[src/sv/rar_pkg.sv]
`timescale 1ns / 1ps
// ----------------------------------------------------------------------------
// rar_pkg
// Shared types, constants and helper functions of the rational arithmetic
// reduce block.
// ----------------------------------------------------------------------------
package rar_pkg;

    localparam int WORD_BITS = 32;
    localparam int CNT_W     = $clog2(WORD_BITS);
    localparam int FIELD_W   = 32;

    typedef logic [WORD_BITS-1:0]   t_word;
    typedef logic [2*WORD_BITS-1:0] t_dword;
    typedef logic [FIELD_W-1:0]     t_field;

    typedef enum logic [1:0] {
        CMD_ADD = 2'd0,
        CMD_SUB = 2'd1,
        CMD_MUL = 2'd2,
        CMD_DIV = 2'd3
    } t_cmd;

    typedef enum logic {
        ALU_MUL = 1'b0,
        ALU_DIV = 1'b1
    } t_alu_op;

    typedef struct packed {
        logic    start;
        t_alu_op op;
        t_word   a;
        t_word   b;
    } t_alu_req;

    typedef struct packed {
        logic   done;
        t_dword prod;
        t_word  quo;
        t_word  rem;
    } t_alu_rsp;

    typedef struct packed {
        t_word val;
        logic  ovf;
    } t_fix;

    function automatic t_word to_word(input t_field x);
        logic [63:0] ext;
        ext = 64'(signed'(x));
        return ext[WORD_BITS-1:0];
    endfunction

    function automatic t_field to_field(input t_word v);
        logic [63:0] ext;
        ext = 64'(signed'(v));
        return ext[FIELD_W-1:0];
    endfunction

    function automatic t_word mag(input t_word v);
        return v[WORD_BITS-1] ? (~v + 1'b1) : v;
    endfunction

    // Signed wrap of a magnitude product, with range check.
    function automatic t_fix mul_fix(input t_dword p, input logic neg);
        t_fix  f;
        t_word lo;
        logic  hi_set;
        lo     = p[WORD_BITS-1:0];
        hi_set = |p[2*WORD_BITS-1:WORD_BITS];
        f.val  = neg ? (~lo + 1'b1) : lo;
        if (neg) begin
            f.ovf = hi_set || (lo[WORD_BITS-1] && (|lo[WORD_BITS-2:0]));
        end else begin
            f.ovf = hi_set || lo[WORD_BITS-1];
        end
        return f;
    endfunction

    // Signed wrap of a magnitude quotient.
    function automatic t_fix quo_fix(input t_word q, input logic neg);
        t_fix f;
        f.val = neg ? (~q + 1'b1) : q;
        f.ovf = !neg && q[WORD_BITS-1];
        return f;
    endfunction

endpackage

[src/sv/rar_alu.sv]
`timescale 1ns / 1ps
// ----------------------------------------------------------------------------
// rar_alu
// Shared iterative unit: shift-add multiply of two magnitudes, or
// align/subtract divide giving quotient and remainder, on one adder.
// ----------------------------------------------------------------------------
module rar_alu (
    input  logic              i_clk,
    input  logic              i_rst_n,
    input  rar_pkg::t_alu_req i_req,
    output rar_pkg::t_alu_rsp o_rsp
);
    import rar_pkg::*;

    typedef enum logic [1:0] {
        S_IDLE,
        S_MUL,
        S_ALIGN,
        S_REDUCE
    } t_state;

    t_state           r_state;
    logic             r_done;
    t_word            r_hi;
    t_word            r_lo;
    t_word            r_b;
    t_word            r_a;
    t_word            r_q;
    logic [CNT_W-1:0] r_cnt;

    t_word              add_x;
    t_word              add_y;
    logic               add_sub;
    logic [WORD_BITS:0] sum;
    logic               carry;

    always_comb begin
        unique case (r_state)
            S_MUL: begin
                add_x   = r_hi;
                add_y   = r_lo[0] ? r_b : '0;
                add_sub = 1'b0;
            end
            S_ALIGN: begin
                add_x   = r_a >> 1;
                add_y   = r_b;
                add_sub = 1'b1;
            end
            default: begin
                add_x   = r_a;
                add_y   = r_b;
                add_sub = 1'b1;
            end
        endcase
        sum   = {1'b0, add_x} + {1'b0, add_y ^ {WORD_BITS{add_sub}}}
                + (WORD_BITS+1)'(add_sub);
        carry = sum[WORD_BITS];
    end

    always_ff @(posedge i_clk) begin
        if (!i_rst_n) begin
            r_state <= S_IDLE;
            r_done  <= 1'b0;
        end else begin
            r_done <= 1'b0;
            unique case (r_state)
                S_IDLE: begin
                    if (i_req.start) begin
                        r_b <= i_req.b;
                        if (i_req.op == ALU_MUL) begin
                            r_hi    <= '0;
                            r_lo    <= i_req.a;
                            r_cnt   <= CNT_W'(WORD_BITS - 1);
                            r_state <= S_MUL;
                        end else begin
                            r_a     <= i_req.a;
                            r_q     <= '0;
                            r_cnt   <= '0;
                            r_state <= S_ALIGN;
                        end
                    end
                end
                S_MUL: begin
                    r_hi <= sum[WORD_BITS:1];
                    r_lo <= {sum[0], r_lo[WORD_BITS-1:1]};
                    if (r_cnt == '0) begin
                        r_done  <= 1'b1;
                        r_state <= S_IDLE;
                    end else begin
                        r_cnt <= r_cnt - 1'b1;
                    end
                end
                S_ALIGN: begin
                    if (carry) begin
                        r_b   <= r_b << 1;
                        r_cnt <= r_cnt + 1'b1;
                    end else begin
                        r_state <= S_REDUCE;
                    end
                end
                S_REDUCE: begin
                    if (carry) begin
                        r_a <= sum[WORD_BITS-1:0];
                    end
                    r_q <= {r_q[WORD_BITS-2:0], carry};
                    if (r_cnt == '0) begin
                        r_done  <= 1'b1;
                        r_state <= S_IDLE;
                    end else begin
                        r_b   <= r_b >> 1;
                        r_cnt <= r_cnt - 1'b1;
                    end
                end
                default: r_state <= S_IDLE;
            endcase
        end
    end

    assign o_rsp.done = r_done;
    assign o_rsp.prod = {r_hi, r_lo};
    assign o_rsp.quo  = r_q;
    assign o_rsp.rem  = r_a;

    a_start_idle: assert property (@(posedge i_clk) disable iff (!i_rst_n)
        i_req.start |-> r_state == S_IDLE)
        else $error("request while unit busy");

    a_done_pulse: assert property (@(posedge i_clk) disable iff (!i_rst_n)
        r_done |=> !r_done)
        else $error("done longer than one cycle");

    a_done_idle: assert property (@(posedge i_clk) disable iff (!i_rst_n)
        r_done |-> r_state == S_IDLE)
        else $error("done while still iterating");

endmodule

[src/sv/rational_arith_reduce_top.sv]
`timescale 1ns / 1ps
// Steps: two or three products on the shared unit, then one divide per Euclid remainder
//   and two scaling divides.
// Throughput: one item at a time; s_axis_tready is high only while idle.
// Reset: synchronous, active low; clears the sequencer and the output valid.
// ----------------------------------------------------------------------------
// rational_arith_reduce_top
// Rational add/subtract/multiply/divide with reduction by Euclid's common
// divisor, sequenced over one shared iterative arithmetic unit.
// ----------------------------------------------------------------------------
module rational_arith_reduce_top (
    input  logic         i_clk,
    input  logic         i_rst_n,
    input  logic         s_axis_tvalid,
    output logic         s_axis_tready,
    // left_num, left_den, right_num, right_den
    input  logic [127:0] s_axis_tdata,
    // command
    input  logic [1:0]   s_axis_tuser,
    output logic         m_axis_tvalid,
    input  logic         m_axis_tready,
    // result_num, result_den
    output logic [63:0]  m_axis_tdata,
    // wrapped, undefined
    output logic [1:0]   m_axis_tuser
);
    import rar_pkg::*;

    typedef enum logic [3:0] {
        S_IDLE,
        S_MUL_X,
        S_MUL_Y,
        S_MUL_D,
        S_COMBINE,
        S_PREP,
        S_GCD,
        S_FINISH_G,
        S_SCALE_N,
        S_SCALE_D,
        S_OUT
    } t_state;

    t_state   r_state;
    t_alu_req r_req;
    t_alu_rsp alu_rsp;

    t_cmd   r_cmd;
    t_word  r_ln;
    t_word  r_ld;
    t_word  r_rn;
    t_word  r_rd;
    t_word  r_n;
    t_word  r_t;
    t_word  r_d;
    t_word  r_mn;
    t_word  r_md;
    t_word  r_ga;
    t_word  r_gb;
    logic   r_par;
    logic   r_gneg;
    logic   r_pneg;
    logic   r_qneg;
    logic   r_wrap;
    logic   r_undef;
    t_field r_out_num;
    t_field r_out_den;
    logic   r_tvalid;

    t_fix  mf;
    t_fix  qf;
    t_word comb_n;
    logic  comb_ovf;
    t_word in_ln;
    t_word in_rn;
    t_word in_rd;
    t_word mul_x_b;
    t_word mul_d_b;

    rar_alu u_alu (
        .i_clk   (i_clk),
        .i_rst_n (i_rst_n),
        .i_req   (r_req),
        .o_rsp   (alu_rsp)
    );

    always_comb begin
        mf    = mul_fix(alu_rsp.prod, r_pneg);
        qf    = quo_fix(alu_rsp.quo, r_qneg);
        in_ln = to_word(s_axis_tdata[31:0]);
        in_rn = to_word(s_axis_tdata[95:64]);
        in_rd = to_word(s_axis_tdata[127:96]);
        mul_x_b = (t_cmd'(s_axis_tuser) == CMD_MUL) ? in_rn : in_rd;
        mul_d_b = (r_cmd == CMD_DIV) ? r_rn : r_rd;
        if (r_cmd == CMD_SUB) begin
            comb_n   = r_n - r_t;
            comb_ovf = (r_n[WORD_BITS-1] != r_t[WORD_BITS-1])
                       && (comb_n[WORD_BITS-1] != r_n[WORD_BITS-1]);
        end else begin
            comb_n   = r_n + r_t;
            comb_ovf = (r_n[WORD_BITS-1] == r_t[WORD_BITS-1])
                       && (comb_n[WORD_BITS-1] != r_n[WORD_BITS-1]);
        end
    end

    always_ff @(posedge i_clk) begin
        if (!i_rst_n) begin
            r_state   <= S_IDLE;
            r_req     <= '0;
            r_tvalid  <= 1'b0;
        end else begin
            r_req.start <= 1'b0;
            unique case (r_state)
                S_IDLE: begin
                    if (s_axis_tvalid) begin
                        r_cmd       <= t_cmd'(s_axis_tuser);
                        r_ln        <= in_ln;
                        r_ld        <= to_word(s_axis_tdata[63:32]);
                        r_rn        <= in_rn;
                        r_rd        <= in_rd;
                        r_wrap      <= 1'b0;
                        r_req.start <= 1'b1;
                        r_req.op    <= ALU_MUL;
                        r_req.a     <= mag(in_ln);
                        r_req.b     <= mag(mul_x_b);
                        r_pneg      <= in_ln[WORD_BITS-1] ^ mul_x_b[WORD_BITS-1];
                        r_state     <= S_MUL_X;
                    end
                end
                S_MUL_X: begin
                    if (alu_rsp.done) begin
                        r_n         <= mf.val;
                        r_wrap      <= r_wrap | mf.ovf;
                        r_req.start <= 1'b1;
                        r_req.op    <= ALU_MUL;
                        if (r_cmd == CMD_ADD || r_cmd == CMD_SUB) begin
                            r_req.a <= mag(r_rn);
                            r_req.b <= mag(r_ld);
                            r_pneg  <= r_rn[WORD_BITS-1] ^ r_ld[WORD_BITS-1];
                            r_state <= S_MUL_Y;
                        end else begin
                            r_req.a <= mag(r_ld);
                            r_req.b <= mag(mul_d_b);
                            r_pneg  <= r_ld[WORD_BITS-1] ^ mul_d_b[WORD_BITS-1];
                            r_state <= S_MUL_D;
                        end
                    end
                end
                S_MUL_Y: begin
                    if (alu_rsp.done) begin
                        r_t         <= mf.val;
                        r_wrap      <= r_wrap | mf.ovf;
                        r_req.start <= 1'b1;
                        r_req.op    <= ALU_MUL;
                        r_req.a     <= mag(r_ld);
                        r_req.b     <= mag(r_rd);
                        r_pneg      <= r_ld[WORD_BITS-1] ^ r_rd[WORD_BITS-1];
                        r_state     <= S_MUL_D;
                    end
                end
                S_MUL_D: begin
                    if (alu_rsp.done) begin
                        r_d     <= mf.val;
                        r_wrap  <= r_wrap | mf.ovf;
                        r_state <= S_COMBINE;
                    end
                end
                S_COMBINE: begin
                    if (r_cmd == CMD_ADD || r_cmd == CMD_SUB) begin
                        r_n    <= comb_n;
                        r_wrap <= r_wrap | comb_ovf;
                    end
                    r_state <= S_PREP;
                end
                S_PREP: begin
                    r_mn  <= mag(r_n);
                    r_md  <= mag(r_d);
                    r_ga  <= mag(r_n);
                    r_gb  <= mag(r_d);
                    r_par <= 1'b0;
                    if (r_d == '0) begin
                        r_state <= S_FINISH_G;
                    end else begin
                        r_req.start <= 1'b1;
                        r_req.op    <= ALU_DIV;
                        r_req.a     <= mag(r_n);
                        r_req.b     <= mag(r_d);
                        r_state     <= S_GCD;
                    end
                end
                S_GCD: begin
                    if (alu_rsp.done) begin
                        r_ga  <= r_gb;
                        r_gb  <= alu_rsp.rem;
                        r_par <= ~r_par;
                        if (alu_rsp.rem == '0) begin
                            r_state <= S_FINISH_G;
                        end else begin
                            r_req.start <= 1'b1;
                            r_req.op    <= ALU_DIV;
                            r_req.a     <= r_gb;
                            r_req.b     <= alu_rsp.rem;
                        end
                    end
                end
                S_FINISH_G: begin
                    if (r_ga == '0) begin
                        r_undef   <= 1'b1;
                        r_out_num <= '0;
                        r_out_den <= '0;
                        r_tvalid  <= 1'b1;
                        r_state   <= S_OUT;
                    end else begin
                        r_undef     <= 1'b0;
                        r_gneg      <= r_par ? r_d[WORD_BITS-1] : r_n[WORD_BITS-1];
                        r_qneg      <= r_n[WORD_BITS-1] ^
                                       (r_par ? r_d[WORD_BITS-1] : r_n[WORD_BITS-1]);
                        r_req.start <= 1'b1;
                        r_req.op    <= ALU_DIV;
                        r_req.a     <= r_mn;
                        r_req.b     <= r_ga;
                        r_state     <= S_SCALE_N;
                    end
                end
                S_SCALE_N: begin
                    if (alu_rsp.done) begin
                        r_out_num   <= to_field(qf.val);
                        r_wrap      <= r_wrap | qf.ovf;
                        r_qneg      <= r_d[WORD_BITS-1] ^ r_gneg;
                        r_req.start <= 1'b1;
                        r_req.op    <= ALU_DIV;
                        r_req.a     <= r_md;
                        r_req.b     <= r_ga;
                        r_state     <= S_SCALE_D;
                    end
                end
                S_SCALE_D: begin
                    if (alu_rsp.done) begin
                        r_out_den <= to_field(qf.val);
                        r_wrap    <= r_wrap | qf.ovf;
                        r_tvalid  <= 1'b1;
                        r_state   <= S_OUT;
                    end
                end
                S_OUT: begin
                    if (m_axis_tready) begin
                        r_tvalid <= 1'b0;
                        r_state  <= S_IDLE;
                    end
                end
                default: r_state <= S_IDLE;
            endcase
        end
    end

    assign s_axis_tready = (r_state == S_IDLE);
    assign m_axis_tvalid = r_tvalid;
    assign m_axis_tdata  = {r_out_den, r_out_num};
    assign m_axis_tuser  = {r_undef, r_wrap};

    a_one_item: assert property (@(posedge i_clk) disable iff (!i_rst_n)
        s_axis_tready |-> !m_axis_tvalid)
        else $error("input ready while result pending");

    a_done_wait: assert property (@(posedge i_clk) disable iff (!i_rst_n)
        alu_rsp.done |-> (r_state == S_MUL_X || r_state == S_MUL_Y ||
                          r_state == S_MUL_D || r_state == S_GCD ||
                          r_state == S_SCALE_N || r_state == S_SCALE_D))
        else $error("unit done outside a waiting step");

    a_start_pulse: assert property (@(posedge i_clk) disable iff (!i_rst_n)
        r_req.start |=> !r_req.start)
        else $error("start held longer than one cycle");

    a_undef_zero: assert property (@(posedge i_clk) disable iff (!i_rst_n)
        m_axis_tvalid && m_axis_tuser[1] |-> m_axis_tdata == '0)
        else $error("undefined result not zero");

    a_zero_den: assert property (@(posedge i_clk) disable iff (!i_rst_n)
        m_axis_tvalid && !m_axis_tuser[1] && m_axis_tdata[63:32] == '0
        |-> m_axis_tdata[31:0] == 32'd1)
        else $error("zero denominator without unit numerator");

endmodule

[config.mk]
export PLATFORM = sky130hd
export DESIGN_NAME = rational_arith_reduce_top
export DESIGN_NICKNAME = d
export VERILOG_FILES = /design/src/sv/rar_pkg.sv /design/src/sv/rar_alu.sv /design/src/sv/rational_arith_reduce_top.sv
export SDC_FILE = /design/constraint.sdc
export NUM_CORES = 2
export LEC_CHECK = 0
export ABC_AREA = 1
export CELL_PAD_IN_SITES_DETAIL_PLACEMENT = 1
export CELL_PAD_IN_SITES_GLOBAL_PLACEMENT = 1
export CORE_MARGIN = 2
export CORE_UTILIZATION = 48
export DETAILED_ROUTE_END_ITERATION = 6
export DONT_BUFFER_PORTS = 1
export GPL_TIMING_DRIVEN = 0
export PLACE_DENSITY = 0.92
export SETUP_SLACK_MARGIN = 0.2
export SLEW_MARGIN = 5
export SYNTH_ARGS = -nofsm -noshare
export SYNTH_HDL_FRONTEND = slang
export SYNTH_HIERARCHICAL = 1
export SYNTH_SLANG_ARGS = --single-unit
export TNS_END_PERCENT = 20
[constraint.sdc]
create_clock -name i_clk -period 7.07 [get_ports i_clk]
set_clock_uncertainty 0.15 [all_clocks]
set_input_delay 0.707 -clock i_clk [delete_from_list [all_inputs] [get_ports i_clk]]
set_output_delay 0.707 -clock i_clk [all_outputs]
set_load 0.02 [all_outputs]
==> results_dict.tcl <==
set metrics [dict create \
    status "complete, but fails checks" \
    violations "max-capacitance violations" \
    rows 111 \
    synth_seq_area_share_pct 40.8 \
    postCtsSetupRepairBufs 0 \
    rsz0062_at_grt "no" \
    arrival_ns 5.93 \
    synthTopCellsByCount "1837 x nand2_1, 747 x nor2_1, 745 x inv_1, 557 x edfxtp_1, 508 x nand3_1" \
    clock_latency_ns 0.69 \
    area_delta_synth_final_pct 12.5 \
    cts_tree "built" \
    layout_min_cycle_time_ns 6.03 \
    min_path_type "in -> reg" \
    synthCells 6254 \
    track_usage_pct 49.5 \
    relSlewSlack_pct 0.565 \
    power.switching_uw 6640 \
    p_leak_uw 0.0216 \
    cts_resized 0 \
    vias_per_cell 6.42 \
    antenna_left 0 \
    worstPathRequired_ns 6.97 \
    intPower_uw 8500 \
    power.density_nw_per_um2 302 \
    wl_um 241000 \
    synth-seq-cells 631 \
    vias 49900 \
    fmax_mhz 166 \
    synth_area_leaders "edfxtp_1 37%, nand2_1 15%, nor2_1 6.3%, inv_1 6.3%, nand3_1 5.7%" \
    slew_viol_final 0 \
    initial_core_util_pct 48.5 \
    worst_pin_slew_ns 1.48 \
    holdBufCountCts 98 \
    grt-ovfl-total 0 \
    grt_max_degree 35 \
    end_kind "flop" \
    path_max_fanout 32 \
    drtIter0Drc 7283 \
    synth.largest_area_cell "edfxtp_1" \
    yosysMostFrequentCell "nand2_1" \
    die_w_um 309 \
    drive_gt1_share_pct 4.56 \
    clockBufferDepth 3 \
    avgSynthCellArea_um2 7.14 \
    cts-root-buf "clkbuf_16" \
    peakVddDrop_uv 295 \
    synth_area_um2 44600 \
    place_congestion 1.08 \
    async_reset_ff_share_pct 0 \
    maxCapViolations 1 \
    hold_viol 0 \
    final_nets 6701 \
    finish.utilization_pct 54.6 \
    synth_flop_cell "edfxtp_1" \
    first_pass_iters 6 \
    netlist.area_leader.share_pct 37.5 \
    fin_ws_ns 1.04 \
    drc 0 \
    wire_per_inst_um 31.1 \
    setup_viol 0 \
    p_sw_share_pct 43.8 \
    cts_inserted_buffers 76 \
    grt_first_pass_wirelength_um 341000 \
    coreArea_um2 91900 \
    dpl.hpwl_um 187000 \
    power_uw 15100 \
    clkSinkCount 631 \
    htreeDepth 3 \
    num_io_pins 202 \
    syn-num-nets 6503 \
    cts.clk_slew.worst_paths_ns 0.06 \
    yosysUniqueCellTypes 64 \
    layout_worst_path_cycle_share_pct 85.2 \
    start_kind "flop" \
    dp_slack_ns 1.79 \
    critPathKind "reg -> reg" \
    combPwrFrac_pct 37.4 \
    first_global_vias 49200 \
    tns_ns 0 \
    antenna_found_initial 17 \
    fill_cells 11800 \
    port-buffer-count 0 \
    share_seq_of_total_power_pct 35.0 \
    die_h_um 309 \
    synth_warnings 6 \
    hold_ws_ns 0.140 \
    synth_edf_count 557 \
    die_area_um2 95400 \
    clkPwrFrac_pct 27.6 \
]
per-layer routing:
layer	routed length [um]	global-route usage (%)	vias to the layer above	part of all wire, %
met5	233	1.01	-	0.097
met4	22200	37.1	20	9.2
met3	29700	14.1	1029	12
met2	103000	75.4	3703	43
met1	86200	59.4	24100	36
li1	-	-	21000	-
sequential cells by signal, summed over array words and instances (netlist names), 4 cells and up:
signal	flops
u_alu/r_a	32
r_ga	32
r_t	32
r_rn	32
r_n	32
r_ld	32
u_alu/r_hi	32
u_alu/r_q	32
r_md	32
r_req	66
r_gb	32
r_out_den	32
r_out_num	32
u_alu/r_b	32
r_mn	32
r_state	4
u_alu/r_lo	32
r_rd	32
r_d	32
u_alu/r_cnt	5
logic make-up (layout without fill, tap and decap cells):
group,count (synthesis),after routing,synth area share (%)
AO/OA/AOI/OAI,925,925,11.7
XOR/XNOR,177,177,3.47
adder cells (fa/ha/maj),115,115,3.29
buffers and inverters,993,1252,8.74
flip-flops,631,631,40.8
other,0,15,0
AND/OR/NAND/NOR,3413,3413,32.0
placed cells by master (no fill, tap or decap), types with 14 or more instances in the layout:
cell | synthesis | final
xor2_1 | 133 | 133
nand4_1 | 119 | 119
nor2_2 | 15 | 15
o21ai_1 | 30 | 31
o21a_1 | 14 | 14
o211ai_1 | 40 | 40
o21ai_0 | 408 | 407
inv_2 | 14 | 15
buf_2 | 35 | 35
nand3_1 | 508 | 508
buf_1 | 23 | 23
a21o_1 | 14 | 14
nor2_1 | 747 | 744
xnor2_1 | 44 | 44
o21bai_1 | 18 | 18
a22oi_1 | 31 | 31
clkbuf_1 | 149 | 170
inv_1 | 745 | 743
dlygate4sd3_1 | 0 | 98
nand2_2 | 19 | 19
edfxtp_1 | 557 | 557
a31oi_1 | 28 | 28
a21oi_1 | 266 | 264
or2_2 | 14 | 14
nor3_1 | 75 | 74
diode_2 | 0 | 15
ha_1 | 111 | 111
clkbuf_16 | 0 | 78
nand2_1 | 1837 | 1837
nand3b_1 | 28 | 28
dfxtp_1 | 74 | 74
final cells by class:
cell class / instances / area (um2) / area share [%]
multi-input cells: 4630 / 22600 / 45.1
flip-flops and latches: 631 / 18200 / 36.3
inverters: 764 / 2870 / 5.71
clock buffers: 104 / 2100 / 4.18
well taps: 1243 / 1560 / 3.10
repair buffers: 120 / 1390 / 2.76
plain buffers: 229 / 1030 / 2.05
clock inverters: 35 / 394 / 0.785
diodes: 15 / 37.5 / 0.0748
critical path, cell delays in order (launching register included):
cell and delay, ns:
dfxtp_1 0.34, inv_1 0.13, ha_1 0.16, buf_2 0.25, clkbuf_1 0.69, clkbuf_1 0.56
nand2_1 0.12, nand3_1 0.10, o21ai_0 0.12, inv_1 0.11, ha_1 0.30, a21oi_1 0.23
a21boi_0 0.29, o21ai_0 0.15, a21oi_1 0.15, nand2_1 0.18, inv_1 0.17, nand2_1 0.13
nand3_1 0.11, clkinv_1 0.93
power by group through the flow:
stage	sequential (uW)	combinational, uW	clock, uW
final	5300	5660	4180
after global routing	5290	5930	4250
after CTS	5240	5360	4080
after detailed placement	5300	5220	0
after global placement	5340	4960	0
after floorplan	5030	3270	0
path summary, 6_finish.rpt:
kind | start | endpoint | slack (ns) | cells past startpoint
setup / recovery | u_alu/r_state[1] | u_alu/r_b[5] | 1.04 | 19
hold / removal | i_rst_n | u_alu/r_state[1] | 0.14 | 2
setup reg to reg | u_alu/r_state[1] | u_alu/r_b[5] | 1.04 | 19
hold reg to reg | r_req[7] | r_req[7] | 0.34 | 2
per-stage QoR:
stage,cell area [um2],cells
floorplan,44600,6254
global placement,46200,7497
detailed placement,46700,7519
CTS,50200,7756
global route,50200,7761
finish,50200,7771
No activity file was read; power rests on OpenSTA's default activity.
